--- config.mk ---
export PLATFORM = sky130hd
export DESIGN_NAME = frame_header_deframer_top
export DESIGN_NICKNAME = d
export VERILOG_FILES = /design/src/design/fhd_pkg.sv /design/src/design/frame_header_deframer_top.sv /design/src/design/fhd_parser.sv /design/src/design/fhd_outbuf.sv
export SDC_FILE = /design/constraint.sdc
export NUM_CORES = 1
export LEC_CHECK = 0
export BUFFER_PORTS_ARGS = -buffer_cell sky130_fd_sc_hd__buf_2
export CORE_MARGIN = 4
export CORE_UTILIZATION = 54
export CTS_CLUSTER_SIZE = 16
export DETAILED_ROUTE_END_ITERATION = 12
export MAX_ROUTING_LAYER = met4
export PLACE_DENSITY = 0.76
export REMOVE_ABC_BUFFERS = 1
export SYNTH_ARGS = -nofsm -noshare
export SYNTH_HDL_FRONTEND = slang
export SYNTH_HIERARCHICAL = 1
export SYNTH_SLANG_ARGS = --single-unit
--- constraint.sdc ---
create_clock -name clk -period 4.61 [get_ports clk]
set_input_delay 0.922 -clock clk [delete_from_list [all_inputs] [get_ports clk]]
set_output_delay 0.922 -clock clk [all_outputs]
set_load 0.01 [all_outputs]
--- src/design/fhd_pkg.sv ---
`timescale 1ns / 1ps
// Shared types and constants for the frame header deframer.
// No dependencies.
package fhd_pkg;

	localparam int unsigned CFG_IDX_W = 2;
	localparam int unsigned TDATA_W   = 48;

	localparam logic [CFG_IDX_W-1:0] CFG_MAGIC_FIRST  = 2'd0;
	localparam logic [CFG_IDX_W-1:0] CFG_MAGIC_SECOND = 2'd1;
	localparam logic [CFG_IDX_W-1:0] CFG_MAGIC_THIRD  = 2'd2;

	// header positions after the magic bytes
	localparam logic [2:0] HDR_LEN_LAST = 3'd3;
	localparam logic [2:0] HDR_CHECK    = 3'd4;

	typedef struct packed {
		logic [7:0] first;
		logic [7:0] second;
		logic [7:0] third;
	} magic_t;

	typedef struct packed {
		logic [7:0]  msg_type;
		logic [7:0]  data_byte;
		logic        has_data;
		logic        last;
		logic [31:0] msg_length;
	} res_t;

endpackage

--- src/design/frame_header_deframer_top.sv ---
`timescale 1ns / 1ps
// A result word reaches m_axis from the output register; one pushed while it is stalled waits in the skid stage.
// Throughput: one byte per cycle; s_axis_tready falls only when both output
// stages hold words (output register plus skid stage).
// Reset: arst_n clears the parser to hunting, empties the output stages and
// sets all three magic registers to zero. Config writes are always accepted.
module frame_header_deframer_top (
	input  logic                              clk,
	input  logic                              arst_n,
	input  logic                              s_axis_tvalid,
	output logic                              s_axis_tready,
	input  logic [7:0]                        s_axis_tdata,  // rx_byte
	output logic                              m_axis_tvalid,
	input  logic                              m_axis_tready,
	// data_byte[7:0], has_data[8], msg_length[40:9], zero[47:41]
	output logic [fhd_pkg::TDATA_W-1:0]       m_axis_tdata,
	output logic [7:0]                        m_axis_tuser,  // msg_type
	output logic                              m_axis_tlast,
	input  logic                              cfg_valid,
	output logic                              cfg_ready,
	input  logic [fhd_pkg::CFG_IDX_W-1:0]     cfg_index,
	input  logic [7:0]                        cfg_data
);

	fhd_pkg::magic_t magic_q;
	fhd_pkg::res_t   res;
	fhd_pkg::res_t   out_res;
	logic            res_valid;
	logic            byte_acc;
	logic            in_ready;

	assign cfg_ready     = 1'b1;
	assign s_axis_tready = in_ready;
	assign byte_acc      = s_axis_tvalid && in_ready;

	always_ff @(posedge clk or negedge arst_n) begin
		if (!arst_n) begin
			magic_q <= '0;
		end else if (cfg_valid) begin
			case (cfg_index)
				fhd_pkg::CFG_MAGIC_FIRST:  magic_q.first  <= cfg_data;
				fhd_pkg::CFG_MAGIC_SECOND: magic_q.second <= cfg_data;
				fhd_pkg::CFG_MAGIC_THIRD:  magic_q.third  <= cfg_data;
				default: ;
			endcase
		end
	end

	fhd_parser u_parser (
		.clk       (clk),
		.arst_n    (arst_n),
		.byte_valid(byte_acc),
		.rx_byte   (s_axis_tdata),
		.magic     (magic_q),
		.res_valid (res_valid),
		.res       (res)
	);

	fhd_outbuf u_outbuf (
		.clk      (clk),
		.arst_n   (arst_n),
		.push     (res_valid),
		.push_res (res),
		.in_ready (in_ready),
		.out_valid(m_axis_tvalid),
		.out_ready(m_axis_tready),
		.out_res  (out_res)
	);

	assign m_axis_tdata = {7'd0, out_res.msg_length, out_res.has_data, out_res.data_byte};
	assign m_axis_tuser = out_res.msg_type;
	assign m_axis_tlast = out_res.last;

endmodule

--- src/design/fhd_parser.sv ---
`timescale 1ns / 1ps
// Frame parser: hunt, magic check, header capture and payload count.
// One byte per cycle; uses fhd_pkg types.
module fhd_parser (
	input  logic          clk,
	input  logic          arst_n,
	input  logic          byte_valid,
	input  logic [7:0]    rx_byte,
	input  fhd_pkg::magic_t magic,
	output logic          res_valid,
	output fhd_pkg::res_t res
);

	typedef enum logic [1:0] {
		HUNT,
		MAGIC,
		HEADER,
		PAYLOAD
	} phase_t;

	phase_t      phase_q, phase_d;
	logic [2:0]  hidx_q, hidx_d;
	logic        magic_ok_q, magic_ok_d;
	logic [31:0] length_q, length_d;
	logic [2:0]  sum_q, sum_d;
	logic [7:0]  check_q, check_d;
	logic [7:0]  type_q, type_d;
	logic [31:0] remaining_q, remaining_d;
	logic [2:0]  sum_inc;

	assign sum_inc = sum_q + {2'b00, rx_byte[0]};

	always_comb begin
		phase_d     = phase_q;
		hidx_d      = hidx_q;
		magic_ok_d  = magic_ok_q;
		length_d    = length_q;
		sum_d       = sum_q;
		check_d     = check_q;
		type_d      = type_q;
		remaining_d = remaining_q;
		res_valid   = 1'b0;
		res.msg_type   = type_q;
		res.data_byte  = 8'd0;
		res.has_data   = 1'b0;
		res.last       = 1'b1;
		res.msg_length = length_q;
		if (byte_valid) begin
			unique case (phase_q)
				HUNT: begin
					if (rx_byte == magic.first) begin
						phase_d    = MAGIC;
						hidx_d     = 3'd0;
						magic_ok_d = 1'b1;
						sum_d      = {2'b00, rx_byte[0]};
					end
				end
				MAGIC: begin
					sum_d = sum_inc;
					if (hidx_q == 3'd0) begin
						if (rx_byte != magic.second) magic_ok_d = 1'b0;
						hidx_d = 3'd1;
					end else begin
						hidx_d = 3'd0;
						if (magic_ok_q && rx_byte == magic.third) begin
							phase_d  = HEADER;
							length_d = 32'd0;
						end else begin
							phase_d = HUNT;
						end
					end
				end
				HEADER: begin
					if (hidx_q <= fhd_pkg::HDR_LEN_LAST) begin
						length_d = {length_q[23:0], rx_byte};
						sum_d    = sum_inc;
						hidx_d   = hidx_q + 3'd1;
					end else if (hidx_q == fhd_pkg::HDR_CHECK) begin
						check_d = rx_byte;
						hidx_d  = hidx_q + 3'd1;
					end else begin
						type_d = rx_byte;
						hidx_d = 3'd0;
						if (check_q != {5'd0, sum_q}) begin
							phase_d = HUNT;
						end else if (length_q == 32'd0) begin
							// empty frame notice
							phase_d      = HUNT;
							res_valid    = 1'b1;
							res.msg_type = rx_byte;
						end else begin
							remaining_d = length_q;
							phase_d     = PAYLOAD;
						end
					end
				end
				PAYLOAD: begin
					remaining_d   = remaining_q - 32'd1;
					res_valid     = 1'b1;
					res.data_byte = rx_byte;
					res.has_data  = 1'b1;
					res.last      = (remaining_q == 32'd1);
					if (remaining_q == 32'd1) phase_d = HUNT;
				end
				default: phase_d = HUNT;
			endcase
		end
	end

	always_ff @(posedge clk or negedge arst_n) begin
		if (!arst_n) begin
			phase_q     <= HUNT;
			hidx_q      <= 3'd0;
			magic_ok_q  <= 1'b0;
			length_q    <= 32'd0;
			sum_q       <= 3'd0;
			check_q     <= 8'd0;
			type_q      <= 8'd0;
			remaining_q <= 32'd0;
		end else begin
			phase_q     <= phase_d;
			hidx_q      <= hidx_d;
			magic_ok_q  <= magic_ok_d;
			length_q    <= length_d;
			sum_q       <= sum_d;
			check_q     <= check_d;
			type_q      <= type_d;
			remaining_q <= remaining_d;
		end
	end

`ifndef SYNTHESIS
	a_payload_count: assert property (@(posedge clk) disable iff (!arst_n)
		phase_q == PAYLOAD |-> remaining_q != 32'd0)
		else $error("payload phase with zero bytes remaining");
	a_hunt_index: assert property (@(posedge clk) disable iff (!arst_n)
		phase_q == HUNT |-> hidx_q == 3'd0)
		else $error("hunting with nonzero header index");
	a_magic_index: assert property (@(posedge clk) disable iff (!arst_n)
		phase_q == MAGIC |-> (hidx_q == 3'd0 || hidx_q == 3'd1))
		else $error("magic phase index out of range");
	a_result_src: assert property (@(posedge clk) disable iff (!arst_n)
		res_valid |-> byte_valid && (phase_q == PAYLOAD || phase_q == HEADER))
		else $error("result without a payload or header word");
`endif

endmodule

--- src/design/fhd_outbuf.sv ---
`timescale 1ns / 1ps
// Output register with skid stage for result words.
// Uses fhd_pkg::res_t.
module fhd_outbuf (
	input  logic          clk,
	input  logic          arst_n,
	input  logic          push,
	input  fhd_pkg::res_t push_res,
	output logic          in_ready,
	output logic          out_valid,
	input  logic          out_ready,
	output fhd_pkg::res_t out_res
);

	logic          out_valid_q;
	logic          skid_valid_q;
	fhd_pkg::res_t out_q;
	fhd_pkg::res_t skid_q;

	assign in_ready  = !skid_valid_q;
	assign out_valid = out_valid_q;
	assign out_res   = out_q;

	always_ff @(posedge clk or negedge arst_n) begin
		if (!arst_n) begin
			out_valid_q  <= 1'b0;
			skid_valid_q <= 1'b0;
		end else if (out_valid_q && out_ready) begin
			if (skid_valid_q) begin
				out_valid_q  <= 1'b1;
				skid_valid_q <= 1'b0;
			end else begin
				out_valid_q <= push;
			end
		end else if (push) begin
			if (!out_valid_q) out_valid_q <= 1'b1;
			else skid_valid_q <= 1'b1;
		end
	end

	always_ff @(posedge clk) begin
		if (out_valid_q && out_ready) begin
			if (skid_valid_q) out_q <= skid_q;
			else if (push) out_q <= push_res;
		end else if (push) begin
			if (!out_valid_q) out_q <= push_res;
			else skid_q <= push_res;
		end
	end

`ifndef SYNTHESIS
	a_skid_behind_out: assert property (@(posedge clk) disable iff (!arst_n)
		skid_valid_q |-> out_valid_q)
		else $error("skid word held with empty output register");
	a_no_push_full: assert property (@(posedge clk) disable iff (!arst_n)
		skid_valid_q |-> !push)
		else $error("word pushed while both stages full");
	a_skid_drain: assert property (@(posedge clk) disable iff (!arst_n)
		skid_valid_q && out_ready |=> !skid_valid_q && out_valid_q)
		else $error("skid word not moved on drain");
`endif

endmodule
==> flow_metrics.tcl, run 1 <==
set metrics [dict create \
    timing.setup.critical_path_class "register to register" \
    netSwitchingPower_mw 1.05 \
    global_route_wire_length_before_repair_um 35100 \
    crit_path_max_fanout 32 \
    crit_path_end "u_outbuf/skid_q[23]" \
    dpl.cell_count 1089 \
    fmax_ghz 0.310 \
    cell_chain_of_the_critical_path "nor4_1 > nand4_1 > nor2_1 > nand4_1 > buf_4 > nand2_1 > and3_2 > buf_12" \
    cts_buffer_depth 3 \
    r2r_worst_path_depth 8 \
    postSynthRegisterBits 215 \
    cp-startpoint "u_parser/length_q[19]" \
    first_global_vias 6567 \
    chipWidth_um 145 \
    grt-ovfl-total 0 \
    cts_tree "built" \
    htree_num_levels 1 \
    gp_congestion 0.885 \
    start_kind "register" \
    crit_top_cell "nand4_1" \
    initialDrtViolationCount 652 \
    synthesis.instances 817 \
    p_leak_nw 4.44 \
    final.min_clock_period_ns 3.23 \
    slew-limit-headroom 0.388 \
    switching_share 0.244 \
    synth.lib_cells_used.distinct 77 \
    r2r_end "u_outbuf/skid_q[23]" \
    finalHoldViolations 0 \
    timing.clock.skew_ns 0.00811 \
    final_antenna_net_count 0 \
    postCtsSetupBuffers 0 \
    ys.flop_type "dfrtp_1" \
    cts_buffers 23 \
    postCtsHoldBufs 0 \
    grt_usage 0.216 \
    io_buffer_count 74 \
    p_clk_frac 0.393 \
    clk_pin_slew_ns 0.06 \
    postSynthAreaPerCell_um2 12.4 \
    maxSlewViolCount 0 \
    chipHeight_um 145 \
    detailroute.via_count 6866 \
    p_int_mw 3.26 \
    synth.cell_area_mm2 0.0101 \
    largest_net_degree_at_the_start_of_global_routing 71 \
    tritoncts_num_sinks 215 \
    detailedPlacementHpwl_um 14800 \
    row_count 49 \
    regToRegSetupSlack_ns 1.38 \
    synthToLayoutAreaGrowth_pct 11.9 \
    tightestPinTransition_ns 0.917 \
    final_layout_size_suffix_gt1_frac 0.267 \
    finalCoreUtilization 0.621 \
    vias_per_cell 6.07 \
    async_flop_share 0.535 \
    crit_arrival_ns 3.42 \
    setup-violations-final 0 \
    core_mm2 0.0182 \
    fillers 1387 \
    finalNetCount 920 \
    antenna_cells_inserted 0 \
    critPathMaxStageDelay_ns 0.52 \
    antenna_found_initial 0 \
    remaining_drc_errors 0 \
    sequential_element_share_of_the_synthesized_area 0.582 \
    min_period_over_period 0.700 \
    ios 83 \
    clk_root_buffer_cell "clkbuf_16" \
    comb_power_share 0.094 \
    power.sequential.fraction 0.513 \
    cp_slowest_cell "and3_2" \
    status "completed" \
    worst_ir_drop_vdd_uv 336 \
    postCtsResizedCells 0 \
    crit_required_ns 4.80 \
    max_cap_violations 0 \
    worstReg2RegStart "u_parser/length_q[19]" \
    synth.yosys.warnings 6 \
    route.final.wire_length_um 21900 \
    detailedRoute.firstPassIterationCount 6 \
    end_kind "register" \
    min_path_type "register to register" \
    synth_enable_flop_cells 100 \
    p_per_area_mw_per_mm2 382 \
    die_area_mm2 0.0210 \
    floorplan.initialDensity 0.555 \
    rsz0062_at_grt "false" \
    post_layout_nonfiller_instances 1131 \
    clock_latency_ns 0.50 \
    drt-wirelength-per-cell_um 19.4 \
]
==> registers in the layout (all words and copies together) (netlist names), 2 cells and up <==
register,cells
u_parser/check_q,8
magic_q,24
u_outbuf/out_res,50
u_parser/type_q,8
u_parser/hidx_q,3
u_parser/sum_q,3
u_outbuf/skid_q,50
u_parser/remaining_q,32
u_parser/phase_q,2
u_parser/length_q,32
==> final cells by class <==
type,count,area [um2],share of cell area
inverter,49,184,0.0163
multi-input combinational,509,3770,0.334
timing repair buffer,87,483,0.0427
tap,229,287,0.0254
clock inverter,8,48.8,0.00432
clock buffer,34,648,0.0574
sequential,215,5880,0.520
==> power by group through the flow <==
stage          Combinational, mW  Clock, mW  Sequential [mW]
2_1_floorplan              0.289          0             2.21
3_3_place_gp               0.396          0             2.25
3_5_place_dp               0.404          0             2.25
4_1_cts                    0.407       1.74             2.21
5_1_grt                    0.457       1.82             2.23
6_report                   0.405       1.70             2.22
==> through the flow <==
step	TNS [ns]	worst slack (ns)	power, mW	hold slack (ns)	cell area [um2]
after floorplan	-61.91	-1.24	2.50	0.464	9810
after global placement	0	1.38	2.64	0.485	10600
after detailed placement	0	1.32	2.66	0.491	10600
after CTS	0	1.47	4.36	0.497	11300
after global routing	0	1.28	4.50	0.521	11300
final	0	1.38	4.32	0.488	11300
==> cell usage in the layout (no fill, tap or decap), drive strengths merged, types with 6 or more instances in the layout <==
cell | synthesis | routed
xor2 | 18 | 18
nor4 | 21 | 21
o21ai | 59 | 59
a21oi | 31 | 31
xnor2 | 9 | 9
ha | 12 | 12
inv | 49 | 51
buf | 21 | 87
or4 | 8 | 8
dfrtp | 115 | 115
nand4 | 12 | 12
and3 | 16 | 16
nor2 | 21 | 21
o211ai | 6 | 6
conb | 2 | 8
edfxtp | 100 | 100
nand3 | 47 | 47
nand2b | 6 | 6
mux2 | 100 | 100
o22ai | 9 | 9
nand3b | 6 | 6
a211oi | 9 | 9
nand2 | 31 | 31
clkbuf | 29 | 34
nor3 | 20 | 20
==> worst min path at each step <==
stage / start / slack (ns) / cells past startpoint / to
after floorplan: u_parser/sum_q[2] / 0.46 / 1 / u_parser/sum_q[2]
after global placement: u_parser/type_q[2] / 0.49 / 1 / u_parser/type_q[2]
after detailed placement: u_parser/type_q[7] / 0.49 / 1 / u_parser/type_q[7]
after CTS: u_parser/sum_q[2] / 0.50 / 1 / u_parser/sum_q[2]
after global routing: u_parser/type_q[3] / 0.52 / 1 / u_parser/type_q[3]
final: u_parser/sum_q[2] / 0.49 / 1 / u_parser/sum_q[2]
==> synth_stat cells, types with 9 or more instances <==
library cell | count | area (um2)
ha_1 | 12 | 150
and3_1 | 14 | 87.6
mux2_2 | 94 | 1060
clkbuf_1 | 21 | 78.8
a21oi_1 | 31 | 155
nand3_1 | 46 | 230
nor3_1 | 20 | 100
xnor2_1 | 9 | 78.8
xor2_1 | 18 | 158
o22ai_1 | 9 | 56.3
edfxtp_1 | 100 | 3000
dfrtp_1 | 115 | 2880
buf_2 | 9 | 45.0
nor2_1 | 20 | 75.1
nand4_1 | 12 | 75.1
nor4_1 | 18 | 113
inv_1 | 49 | 184
o21ai_0 | 59 | 295
nand2_1 | 30 | 113
==> kinds of logic after synthesis <==
kind of cell,Yosys count,share of synthesized area
flops,215,0.582
simple gates,206,0.120
compound gates,151,0.0923
mux,105,0.118
buf+inv,99,0.0489
xor+xnor,27,0.0234
fa+ha+maj,12,0.0149
other cells,2,0.000743
==> metal layers <==
| layer | vias to the layer above | routed length [um] | global-route usage |
|---|---|---|---|
| li1 | 3163 | - | - |
| met2 | 237 | 10700 | 0.342 |
| met4 | 0 | 420 | 0.0530 |
| met1 | 3427 | 9580 | 0.301 |
| met3 | 39 | 1220 | 0.0269 |
| met5 | - | 0 | - |
==> critical path, delay by kind of cell, from the launching register on <==
| family | cells | cell delay [ns] |
|---|---|---|
| flops | 1 | 0.44 |
| buf+inv | 2 | 0.48 |
| simple gates | 6 | 1.96 |
No activity file was read; power rests on OpenSTA's default activity.
==> run 2: changes to the inputs <==
Settings changed: CORE_UTILIZATION 54 to 55, PLACE_DENSITY 0.76 to 0.74.
Clock period 4.61 ns to 3.1 ns, I/O delays scaled along.
==> run 2 against run 1 <==
Net effect: die area shrank 1.7%; register-to-register slack lost 1.1 ns; routed wire length grew 9.0%; sequential power grew 48%; critical path depth is the same; worst setup slack lost 1.1 ns; power grew 54%; first-iteration DRC count shrank 14%; design area grew 2.7%; combinational power grew 55%; clock power grew 62%; sequential cell count is the same.
==> flow_metrics.tcl, run 2 (synthesis gave the netlist of run 1 again) <==
set metrics [dict create \
    tightestPinTransition_ns 0.674 \
    final_antenna_net_count 0 \
    fmax_ghz 0.351 \
    path_delay_family "simple AND/OR/NAND/NOR gates" \
    chipWidth_um 144 \
    grt.met2_usage 0.381 \
    setup-violations-final 0 \
    use_met3 0.0389 \
    vias_per_cell 6.10 \
    detailroute.via_count 7043 \
    final.setup.worst_slack_ns 0.252 \
    min_path_type "input port to async pin" \
    finalHoldViolations 0 \
    timing.clock.skew_ns 0.0247 \
    clk_pin_slew_ns 0.06 \
    initialDrtViolationCount 561 \
    clock_latency_ns 0.53 \
    slew-limit-headroom 0.550 \
    critPathMaxStageDelay_ns 0.52 \
    worst_ir_drop_vdd_uv 510 \
    global_route.usage.met1 0.333 \
    drt-wirelength-per-cell_um 20.7 \
    start_kind "register" \
    ios 83 \
    final_cell_area_mm2 0.0116 \
    timing.critical_path.buf_inv 1 \
    antenna_cells_inserted 0 \
    crit_top_cell "nand4_1" \
    cts_buffers 23 \
    status "completed" \
    cp-startpoint "u_parser/length_q[12]" \
    post_place_setup_slack_ns 0.325 \
    route.final.wire_length_um 23900 \
    p_leak_nw 4.60 \
    layout_common_cells "115 x dfrtp_1, 100 x edfxtp_1, 94 x mux2_2" \
    row_count 49 \
    end_kind "register" \
    area.sequential_mm2 0.00588 \
    multi_input_comb_area_mm2 0.00377 \
    timing.setup.critical_path_class "register to register" \
    grt_usage 0.242 \
    max_cap_violations 0 \
    io_buffer_count 74 \
    chipHeight_um 144 \
    cp_slowest_cell "nor4_1" \
    floorplan.initialDensity 0.560 \
    clk_root_buffer_cell "clkbuf_16" \
    fillers 1402 \
    layout.cells.most_common "dfrtp_1" \
    final_layout_size_suffix_gt1_frac 0.287 \
    regToRegSetupSlack_ns 0.25 \
    worstReg2RegStart "u_parser/length_q[12]" \
    global_route_wire_length_before_repair_um 38100 \
    die_area_mm2 0.0206 \
    antenna_found_initial 0 \
    cts_buffer_depth 3 \
    gp_congestion 0.943 \
    min_period_over_period 0.919 \
    p_per_area_mw_per_mm2 574 \
    largest_net_degree_at_the_start_of_global_routing 75 \
    remaining_drc_errors 0 \
    finalNetCount 944 \
    final.min_clock_period_ns 2.85 \
    htree_num_levels 1 \
    synthToLayoutAreaGrowth_pct 14.8 \
    crit_path_max_fanout 14 \
    gr-max-usage-layer "met2" \
    first_global_vias 6927 \
    postPlaceCellArea_mm2 0.0108 \
    tritoncts_num_sinks 215 \
    maxSlewViolCount 0 \
    detailedPlacementHpwl_um 16300 \
    postCtsSetupBuffers 0 \
    crit_arrival_ns 3.05 \
    crit_required_ns 3.30 \
    cts_tree "built" \
    cell_chain_of_the_critical_path "nor4_1 > nand4_1 > nor2_1 > nand4_1 > nand2_1 > a21oi_1 > a21oi_4 > buf_4" \
    postCtsResizedCells 0 \
    grt-ovfl-total 0 \
    core_mm2 0.0180 \
    postCtsHoldBufs 0 \
    rsz0062_at_grt "false" \
    detailedRoute.firstPassIterationCount 6 \
]
-- run 2: cell count changes in the layout (fill, tap and decap cells not counted), sizes merged --
cell,delta
inv,-1
bufinv,+1
buf,+24
clkinv,+3
clkinvlp,-1
clkbuf,-2
-- run 2: per-stage QoR --
step	total power, mW	hold slack, ns	utilization	setup TNS, ns	instances
after floorplan	3.72	0.324	-	-205.17	773
after global placement	3.94	0.483	0.601	0	1113
after CTS	6.70	0.110	0.644	0	1155
after global routing	6.93	0.138	0.644	0	1155
after detailed placement	3.97	0.487	0.601	0	1113
final	6.66	0.0935	0.644	0	1155
-- run 2: cell type report --
class	instances	area share
multi-input combinational	509	0.325
sequential	215	0.507
tap	229	0.0247
timing repair buffer	111	0.0615
clock buffer	32	0.0579
clock inverter	10	0.00820
inverter	49	0.0159
-- run 2: routing by layer --
| layer | wire [um] | share of wire | up-vias |
|---|---|---|---|
| met3 | 1620 | 0.068 | 42 |
| li1 | - | - | 3206 |
| met4 | 586 | 0.025 | 0 |
| met5 | 0 | 0 | - |
| met1 | 10100 | 0.42 | 3522 |
| met2 | 11600 | 0.49 | 273 |
-- run 2: where the power goes --
part / switching, mW / total [mW] / internal [mW]
combinational: 0.350 / 0.627 / 0.276
clock: 1.14 / 2.75 / 1.61
sequential: 0.155 / 3.29 / 3.13
total: 1.64 / 6.66 / 5.02
-- run 2: worst paths after layout --
check                                               end  cells past startpoint
worst max-delay path               u_outbuf/out_res[42]                      8
worst min-delay path                         magic_q[3]                      1
worst max register to register     u_outbuf/out_res[42]                      8
worst min register to register        u_parser/sum_q[2]                      1
max in group asynchronous       u_parser/remaining_q[1]                      2
min in group clk                  u_outbuf/skid_valid_q                      2
-- run 2: worst register-to-register path, cell delays in order (launching register included) --
cell and delay [ns]:
dfrtp_1 0.46, nor4_1 0.53, nand4_1 0.30, nor2_1 0.21
nand4_1 0.20, nand2_1 0.19, a21oi_1 0.09, a21oi_4 0.25
buf_4 0.28
